### config.mk
export PLATFORM = sky130hd
export DESIGN_NAME = unordered_set_table_insert_delete_core
export DESIGN_NICKNAME = d
export VERILOG_FILES = /design/src/rtl/uset_pkg.sv /design/src/rtl/uset_front.sv /design/src/rtl/uset_back.sv /design/src/rtl/unordered_set_table_insert_delete_core.sv
export SDC_FILE = /design/constraint.sdc
export NUM_CORES = 1
export LEC_CHECK = 0
export ABC_AREA = 1
export BUFFER_PORTS_ARGS = -buffer_cell sky130_fd_sc_hd__buf_4
export CAP_MARGIN = 0
export CORE_MARGIN = 8
export CORE_UTILIZATION = 40
export DETAILED_ROUTE_END_ITERATION = 8
export GPL_TIMING_DRIVEN = 0
export SLEW_MARGIN = 20
export SYNTH_ARGS = -nofsm -noshare
export SYNTH_HDL_FRONTEND = slang
export SYNTH_SLANG_ARGS = --single-unit
### constraint.sdc
create_clock -name clk -period 5.9 [get_ports clk]
set_clock_uncertainty 0.1 [all_clocks]
set_input_delay 0.885 -clock clk [delete_from_list [all_inputs] [get_ports clk]]
set_output_delay 0.885 -clock clk [all_outputs]
set_load 0.01 [all_outputs]
### src/rtl/uset_pkg.sv
package uset_pkg;

  localparam int VAL_W        = 31;
  localparam int STAT_W       = 3;
  localparam int DEF_CAPACITY = 16;
  localparam int QDEPTH       = 2;

  typedef enum logic {
    OP_INSERT = 1'b0,
    OP_DELETE = 1'b1
  } op_t;

  typedef enum logic [STAT_W-1:0] {
    ST_INSERTED  = 3'd0,
    ST_PRESENT   = 3'd1,
    ST_FULL      = 3'd2,
    ST_DELETED   = 3'd3,
    ST_NOT_FOUND = 3'd4
  } status_t;

  typedef enum logic [1:0] {
    B_IDLE,
    B_SEARCH,
    B_SHIFT
  } bstate_t;

  typedef struct packed {
    op_t              op;
    logic [VAL_W-1:0] value;
  } item_t;

endpackage

### src/rtl/uset_front.sv
module uset_front
  import uset_pkg::*;
(
  input  logic             clk,
  input  logic             rst_n,
  input  logic             start,
  output logic             busy,
  input  logic             in_cmd,
  input  logic [VAL_W-1:0] in_value,
  output logic             q_vld,
  output item_t            q_item,
  input  logic             q_pop
);

  localparam int PTR_W = (QDEPTH > 1) ? $clog2(QDEPTH) : 1;
  localparam int QCW   = $clog2(QDEPTH + 1);

  item_t            q_r [QDEPTH];
  logic [PTR_W-1:0] wp_r, wp_nxt;
  logic [PTR_W-1:0] rp_r, rp_nxt;
  logic [QCW-1:0]   qc_r, qc_nxt;
  logic             push;
  item_t            push_item;

  // decode the command bit into an operation code
  always_comb begin
    push_item.value = in_value;
    unique case (in_cmd)
      1'b0:    push_item.op = OP_INSERT;
      default: push_item.op = OP_DELETE;
    endcase
  end

  assign busy   = (qc_r == QCW'(QDEPTH));
  assign push   = start && !busy;
  assign q_vld  = (qc_r != '0);
  assign q_item = q_r[rp_r];

  always_comb begin
    wp_nxt = wp_r;
    rp_nxt = rp_r;
    qc_nxt = qc_r;
    if (push) begin
      wp_nxt = (wp_r == PTR_W'(QDEPTH - 1)) ? '0 : PTR_W'(wp_r + 1'b1);
    end
    if (q_pop && q_vld) begin
      rp_nxt = (rp_r == PTR_W'(QDEPTH - 1)) ? '0 : PTR_W'(rp_r + 1'b1);
    end
    if (push && !(q_pop && q_vld)) begin
      qc_nxt = QCW'(qc_r + 1'b1);
    end else if (!push && (q_pop && q_vld)) begin
      qc_nxt = QCW'(qc_r - 1'b1);
    end
  end

  always_ff @(posedge clk) begin
    if (!rst_n) begin
      wp_r <= '0;
      rp_r <= '0;
      qc_r <= '0;
    end else begin
      wp_r <= wp_nxt;
      rp_r <= rp_nxt;
      qc_r <= qc_nxt;
    end
  end

  always_ff @(posedge clk) begin
    if (push) begin
      q_r[wp_r] <= push_item;
    end
  end

endmodule

### src/rtl/uset_back.sv
module uset_back
  import uset_pkg::*;
#(
  parameter int CAPACITY = DEF_CAPACITY
)(
  input  logic                             clk,
  input  logic                             rst_n,
  input  logic                             q_vld,
  input  item_t                            q_item,
  output logic                             q_pop,
  output logic                             out_strobe,
  output logic [STAT_W-1:0]                out_status,
  output logic [$clog2(CAPACITY+1)-1:0]    out_slot,
  output logic [$clog2(CAPACITY+1)-1:0]    out_entry_count
);

  localparam int CNT_W = $clog2(CAPACITY + 1);
  localparam int IDX_W = (CAPACITY > 1) ? $clog2(CAPACITY) : 1;

  // entry store, packed in arrival order
  logic [VAL_W-1:0] mem [CAPACITY];
  logic [VAL_W-1:0] rd_q_r;
  logic             rd_en;
  logic [IDX_W-1:0] rd_addr;
  logic             mem_we;
  logic [IDX_W-1:0] mem_wa;
  logic [VAL_W-1:0] mem_wd;

  bstate_t          state_r, state_nxt;
  op_t              op_r, op_nxt;
  logic [VAL_W-1:0] val_r, val_nxt;
  logic [CNT_W-1:0] cnt_r, cnt_nxt;
  logic [CNT_W-1:0] ptr_r, ptr_nxt;
  logic             chk_r, chk_nxt;
  logic [CNT_W-1:0] chk_idx_r, chk_idx_nxt;
  logic [CNT_W-1:0] pos_r, pos_nxt;
  logic             wpend_r, wpend_nxt;
  logic [IDX_W-1:0] wadr_r, wadr_nxt;
  logic             o_vld_r, o_vld_nxt;
  status_t          o_stat_r, o_stat_nxt;
  logic [CNT_W-1:0] o_slot_r, o_slot_nxt;
  logic [CNT_W-1:0] o_cnt_r, o_cnt_nxt;

  logic             hit, miss, srch_done, del_go;
  logic [CNT_W-1:0] ptr_inc;
  logic             shift_more, shift_done;

  assign hit        = chk_r && (rd_q_r == val_r);
  assign miss       = !chk_r && (ptr_r >= cnt_r);
  assign srch_done  = hit || miss;
  assign del_go     = hit && (op_r == OP_DELETE);
  assign ptr_inc    = CNT_W'(ptr_r + 1'b1);
  assign shift_more = (ptr_inc < cnt_r);
  assign shift_done = !shift_more && !wpend_r;

  // next state
  always_comb begin
    state_nxt = state_r;
    unique case (state_r)
      B_IDLE:   if (q_vld) state_nxt = B_SEARCH;
      B_SEARCH: if (srch_done) state_nxt = del_go ? B_SHIFT : B_IDLE;
      B_SHIFT:  if (shift_done) state_nxt = B_IDLE;
      default:  state_nxt = B_IDLE;
    endcase
  end

  // datapath and outputs
  always_comb begin
    q_pop       = 1'b0;
    op_nxt      = op_r;
    val_nxt     = val_r;
    cnt_nxt     = cnt_r;
    ptr_nxt     = ptr_r;
    chk_nxt     = 1'b0;
    chk_idx_nxt = chk_idx_r;
    pos_nxt     = pos_r;
    wpend_nxt   = 1'b0;
    wadr_nxt    = wadr_r;
    rd_en       = 1'b0;
    rd_addr     = ptr_r[IDX_W-1:0];
    mem_we      = 1'b0;
    mem_wa      = cnt_r[IDX_W-1:0];
    mem_wd      = val_r;
    o_vld_nxt   = 1'b0;
    o_stat_nxt  = o_stat_r;
    o_slot_nxt  = o_slot_r;
    o_cnt_nxt   = o_cnt_r;
    unique case (state_r)
      B_IDLE: begin
        if (q_vld) begin
          q_pop   = 1'b1;
          op_nxt  = q_item.op;
          val_nxt = q_item.value;
          ptr_nxt = '0;
        end
      end
      B_SEARCH: begin
        if (srch_done) begin
          o_vld_nxt = !del_go;
          if (op_r == OP_INSERT) begin
            if (hit) begin
              o_stat_nxt = ST_PRESENT;
              o_slot_nxt = chk_idx_r;
            end else if (cnt_r >= CNT_W'(CAPACITY)) begin
              o_stat_nxt = ST_FULL;
              o_slot_nxt = cnt_r;
            end else begin
              mem_we     = 1'b1;
              cnt_nxt    = CNT_W'(cnt_r + 1'b1);
              o_stat_nxt = ST_INSERTED;
              o_slot_nxt = cnt_r;
            end
          end else begin
            if (hit) begin
              pos_nxt = chk_idx_r;
              ptr_nxt = chk_idx_r;
            end else begin
              o_stat_nxt = ST_NOT_FOUND;
              o_slot_nxt = cnt_r;
            end
          end
          o_cnt_nxt = cnt_nxt;
        end else if (ptr_r < cnt_r) begin
          // issue the next compare; the read data returns in the next cycle
          rd_en       = 1'b1;
          chk_nxt     = 1'b1;
          chk_idx_nxt = ptr_r;
          ptr_nxt     = ptr_inc;
        end
      end
      B_SHIFT: begin
        if (wpend_r) begin
          mem_we = 1'b1;
          mem_wa = wadr_r;
          mem_wd = rd_q_r;
        end
        if (shift_more) begin
          rd_en     = 1'b1;
          rd_addr   = ptr_inc[IDX_W-1:0];
          wpend_nxt = 1'b1;
          wadr_nxt  = ptr_r[IDX_W-1:0];
          ptr_nxt   = ptr_inc;
        end else if (!wpend_r) begin
          cnt_nxt    = CNT_W'(cnt_r - 1'b1);
          o_vld_nxt  = 1'b1;
          o_stat_nxt = ST_DELETED;
          o_slot_nxt = pos_r;
          o_cnt_nxt  = CNT_W'(cnt_r - 1'b1);
        end
      end
      default: ;
    endcase
  end

  always_ff @(posedge clk) begin
    if (!rst_n) begin
      state_r <= B_IDLE;
      cnt_r   <= '0;
      chk_r   <= 1'b0;
      wpend_r <= 1'b0;
      o_vld_r <= 1'b0;
    end else begin
      state_r <= state_nxt;
      cnt_r   <= cnt_nxt;
      chk_r   <= chk_nxt;
      wpend_r <= wpend_nxt;
      o_vld_r <= o_vld_nxt;
    end
  end

  always_ff @(posedge clk) begin
    op_r      <= op_nxt;
    val_r     <= val_nxt;
    ptr_r     <= ptr_nxt;
    chk_idx_r <= chk_idx_nxt;
    pos_r     <= pos_nxt;
    wadr_r    <= wadr_nxt;
    o_stat_r  <= o_stat_nxt;
    o_slot_r  <= o_slot_nxt;
    o_cnt_r   <= o_cnt_nxt;
  end

  always_ff @(posedge clk) begin
    if (mem_we) begin
      mem[mem_wa] <= mem_wd;
    end
    if (rd_en) begin
      rd_q_r <= mem[rd_addr];
    end
  end

  assign out_strobe      = o_vld_r;
  assign out_status      = o_stat_r;
  assign out_slot        = o_slot_r;
  assign out_entry_count = o_cnt_r;

endmodule

### src/rtl/unordered_set_table_insert_delete_core.sv
// Channel   Ports                                        Handshake
// -------   -------------------------------------------  ------------------------------
// input     in_cmd, in_value                             taken when start && !busy
// result    out_status, out_slot, out_entry_count        one cycle, marked by out_strobe
//
// Flow: the engine pops an item, then compares the held entries in order and stops at a
// hit or after the last entry; an empty table misses at once. A delete hit then shifts
// every later entry down by one slot. The engine takes no new item until the last is done.
// Reset: synchronous active-low rst_n empties the table and the item queue.
// Stalls: busy rises only when the two-item queue is full; the receiver cannot stall.
module unordered_set_table_insert_delete_core
  import uset_pkg::*;
#(
  parameter int CAPACITY = DEF_CAPACITY
)(
  input  logic                          clk,
  input  logic                          rst_n,
  input  logic                          start,
  output logic                          busy,
  input  logic                          in_cmd,
  input  logic [VAL_W-1:0]              in_value,
  output logic                          out_strobe,
  output logic [STAT_W-1:0]             out_status,
  output logic [$clog2(CAPACITY+1)-1:0] out_slot,
  output logic [$clog2(CAPACITY+1)-1:0] out_entry_count
);

  localparam int CNT_W = $clog2(CAPACITY + 1);

  // item handoff from front to engine
  logic  q_vld;
  item_t q_item;
  logic  q_pop;

  // front: decodes the command and queues items
  uset_front u_front (
    .clk      (clk),
    .rst_n    (rst_n),
    .start    (start),
    .busy     (busy),
    .in_cmd   (in_cmd),
    .in_value (in_value),
    .q_vld    (q_vld),
    .q_item   (q_item),
    .q_pop    (q_pop)
  );

  // engine: linear search, append, shift-down delete
  uset_back #(
    .CAPACITY (CAPACITY)
  ) u_back (
    .clk             (clk),
    .rst_n           (rst_n),
    .q_vld           (q_vld),
    .q_item          (q_item),
    .q_pop           (q_pop),
    .out_strobe      (out_strobe),
    .out_status      (out_status),
    .out_slot        (out_slot),
    .out_entry_count (out_entry_count)
  );

  // a result strobe is never directly followed by another
  a_strobe_gap: assert property (@(posedge clk) disable iff (!rst_n)
    out_strobe |=> !out_strobe)
    else $error("back-to-back result strobes");

  // a successful insert lands at the old end of the table
  a_insert_slot: assert property (@(posedge clk) disable iff (!rst_n)
    (out_strobe && out_status == ST_INSERTED) |->
      (out_entry_count == CNT_W'(out_slot + 1'b1)))
    else $error("insert slot and count disagree");

  // a full refusal only when the table is at capacity
  a_full_count: assert property (@(posedge clk) disable iff (!rst_n)
    (out_strobe && out_status == ST_FULL) |->
      (out_entry_count == CNT_W'(CAPACITY) && out_slot == CNT_W'(CAPACITY)))
    else $error("full reported below capacity");

  // a delete reports a slot inside the table as it was
  a_delete_slot: assert property (@(posedge clk) disable iff (!rst_n)
    (out_strobe && out_status == ST_DELETED) |-> (out_slot <= out_entry_count))
    else $error("delete slot beyond table");

endmodule
==> impl_metrics.toml <==
[worst_setup_path]
crit_buf_inv = 4
path_class = "reg -> reg"
critical_path.top_delay_family = "simple AND/OR/NAND/NOR gates"
crit_required_ns = 6.14
endpoint_kind = "flop"
max_stage_delay_ns = 0.90
cpMaxStageDelayCell = "o21ai_1"
critical_path_peak_fanout = 10
critPathLaunchType = "flop"
path_cells = "ha_1 > nand3_1 > xor2_1 > inv_1 > ha_1 > nand2_1 > nor2_1 > nand3_2 > nand3_4 > inv_2 > o21ai_1 > inv_1 > buf_1 > nand3_1 > nand2_1"
arrival_ns = 4.84

[floorplan]
io_pins = 50
die_width_um = 288
core_mm2 = 0.0730
die-height_um = 288
die-area_mm2 = 0.0827
start_util_pct = 40.4
num_rows = 99

[timing]
timing.slew.headroom_pct = 22.7
tightest_slew_ns = 1.15
min_period_ns = 4.60
finalMaxSlewViolations = 0
worst_hold_slack_ns = 0.352
fin_crit_sh_pct = 78.0
finalHoldViolCount = 0
setup_viol = 0
rsz0062_at_grt = "no"
fmax_mhz = 217

[synthesis]
synth_area_per_cell_um2 = 10.2
syn_area_mm2 = 0.0295
netlist_top_cells_count = "nand2_1 (822), edfxtp_1 (655), inv_1 (599), nand3_1 (459), buf_2 (67)"
synthesis.nets = 2945
synth.top_cell.area_share_pct = 66.7
async_reset_ff_share_pct = 0
synth_top_family_by_area = "simple AND/OR/NAND/NOR gates"
ys_ff_latch = 669
synthSimpleGateAreaFrac_pct = 19.9
synth_area_leaders = "edfxtp_1 (67%), nand2_1 (10%), nand3_1 (7.8%)"
synth_cells = 2891
ys_warn_count = 0
synth_edf_count = 655
synth_area_leader_cell = "edfxtp_1"
synth.most_common_cell = "nand2_1"
synth_mux_area_share_pct = 0.0763
netlist-cell-type-count = 41
synth_xor_area_share_pct = 0.178
ys_seq_area_share_pct = 67.6
synthAdderAreaFrac_pct = 0.806
synth_ff_type = "edfxtp_1"
synth_compound_area_share_pct = 1.77

[placed_design]
port_buffers = 49
place.detailed.hpwl_um = 57700
gp_congestion = 0.903

[global_routing]
grt_overflow = 0
grt_pass1_wl_um = 120000
grt_pass1_vias = 19200
grtUsageTotal_pct = 19.4
grt_max_degree = 34
use_met3_pct = 3.26
grt_antenna_before_repair = 3
grt_busiest_layer = "met2"
met1_usage_pct = 26.3
grt_util_met2_pct = 31.2

[drt]
antenna_left = 0
dr.pass1.iters = 5
routed_wl_um = 81300
wire_per_inst_um = 19.7
vias = 20500
drt_iter0_markers = 2207
remaining_drc_errors = 0
via_per_inst = 4.97

[cts]
cts_setup_buffers = 0
cts_buffer_depth = 3
clockRootBuffer = "clkbuf_16"
cts_tree = "built"
clock-sinks = 669
clk_latency_ns = 0.63
numCtsBuffers = 72
cts-htree-levels = 3
clkTransAtPathRegs_ns = 0.06
cts_hold_buffers = 0
post_cts_resized = 0

[outcome]
status = "finished clean"

[pwr]
intPower_uw = 10900
clkPwrFrac_pct = 23.2
p_comb_share_pct = 42.3
switching_share_pct = 42.0
powerDensity_mw_per_mm2 = 545
p_sw_uw = 7880
ir_drop_uv = 316
leakagePower_uw = 0.0150
p_seq_share_pct = 34.4

[finish]
fillers = 6574
diodes = 0
nNetsFinal = 3162
drive_gt1_share_pct = 11.9
area_growth_syn_to_layout_pct = 16.7
postLayoutCoreUtil_pct = 47.2

[min_path]
hold_class = "in -> reg"

[flow_run]
cap_viol_max_count = 0
-- cell families after synthesis --
family,after synthesis
DFF,669
xor gates and xnor gates,6
muxes,2
adders and majority gates,19
buffers and inverters,727
AOI/OAI and AO/OA,95
and+or+nand+nor,1373
-- final timing paths --
kind / from / end / slack, ns / cells after the start
worst max-delay path: u_back.ptr_r[0]$_DFFE_PP_ / u_back.rd_q_r[18]$_DFFE_PP_ / 1.30 / 15
worst min-delay path: in_value[6] / u_front.q_r[1][6]$_DFFE_PP_ / 0.35 / 1
worst max register to register: u_back.ptr_r[0]$_DFFE_PP_ / u_back.rd_q_r[18]$_DFFE_PP_ / 1.30 / 15
worst min register to register: u_back.chk_idx_r[4]$_DFFE_PP_ / u_back.pos_r[4]$_DFFE_PP_ / 0.40 / 0
-- final cells by class --
| class | count | area, µm² | share of cell area [%] |
|---|---|---|---|
| timing repair buffer | 143 | 1320 | 3.82 |
| buffer | 118 | 564 | 1.64 |
| sequential | 669 | 19900 | 57.9 |
| inverter | 609 | 2290 | 6.64 |
| multi-input combinational | 1495 | 6900 | 20.0 |
| tap | 959 | 1200 | 3.48 |
| clock buffer | 94 | 1990 | 5.78 |
| clock inverter | 30 | 243 | 0.705 |
-- power by group through the flow --
stage	clock, µW	combinational, µW	sequential, µW
after CTS	4410	7900	6470
after floorplan	0	4510	6530
final	4360	7940	6460
after global routing	4590	8620	6500
after global placement	0	7480	6620
after detailed placement	0	7860	6560
-- metrics by stage --
| step | instances | area, µm² | TNS [ns] | setup slack, ns | total power, µW |
|---|---|---|---|---|---|
| floorplan | 2891 | 29500 | 0 | 1.31 | 11000 |
| global placement | 3899 | 31100 | -514.54 | -1.63 | 14100 |
| detailed placement | 3993 | 32200 | 0 | 1.48 | 14400 |
| CTS | 4117 | 34400 | 0 | 1.46 | 18800 |
| global route | 4117 | 34400 | 0 | 1.28 | 19700 |
| finish | 4117 | 34400 | 0 | 1.30 | 18800 |
-- sequential cells by signal, summed over array words and instances (netlist names) --
signal	flops
u_back.val_r	31
u_back.chk_r	1
u_back.out_entry_count	5
u_front.qc_r	2
u_back.chk_idx_r	5
u_back.cnt_r	5
u_back.out_status	3
u_front.wp_r	1
u_back.wadr_r	4
u_back.out_strobe	1
u_back.state_r	2
u_back.pos_r	5
u_front.rp_r	1
u_back.out_slot	5
u_back.op_r	1
u_back.ptr_r	5
u_back.mem	496
u_back.rd_q_r	31
u_front.q_r	64
u_back.wpend_r	1
-- cell usage in the layout (no fill, tap or decap), types with 2 or more instances in the layout --
master and count:
a21oi_1 19, clkbuf_16 77, nor3_2 14, bufinv_16 4, buf_6 30, xor2_1 3
buf_1 3, nand3_1 459, buf_2 67, buf_12 2, or2_2 2, clkinv_1 20
clkinv_2 8, o21ai_1 10, nor3_4 2, nor2_4 3, nand4_1 11, o21ai_2 23
o211ai_1 2, ha_1 19, o21ai_0 29, buf_4 109, edfxtp_1 655, buf_8 9
inv_1 598, nand2_4 2, nand2_2 4, nor2_2 3, dfxtp_1 14, clkbuf_1 56
nor3_1 4, buf_16 2, nor2_1 39, xnor2_1 3, nor4_1 3, inv_6 3
inv_2 6, o2111ai_1 6, mux2_2 2, nand2_1 822
-- metal layers --
metal  up-vias  share of wire, %  wire length (µm)
li1       9777                 -                 -
met1      9673                43             34600
met2       828                46             37400
met3       171               7.8              6320
met4         2               3.7              2980
met5         -             0.011                 9
Power figures use the tool's default switching activity.
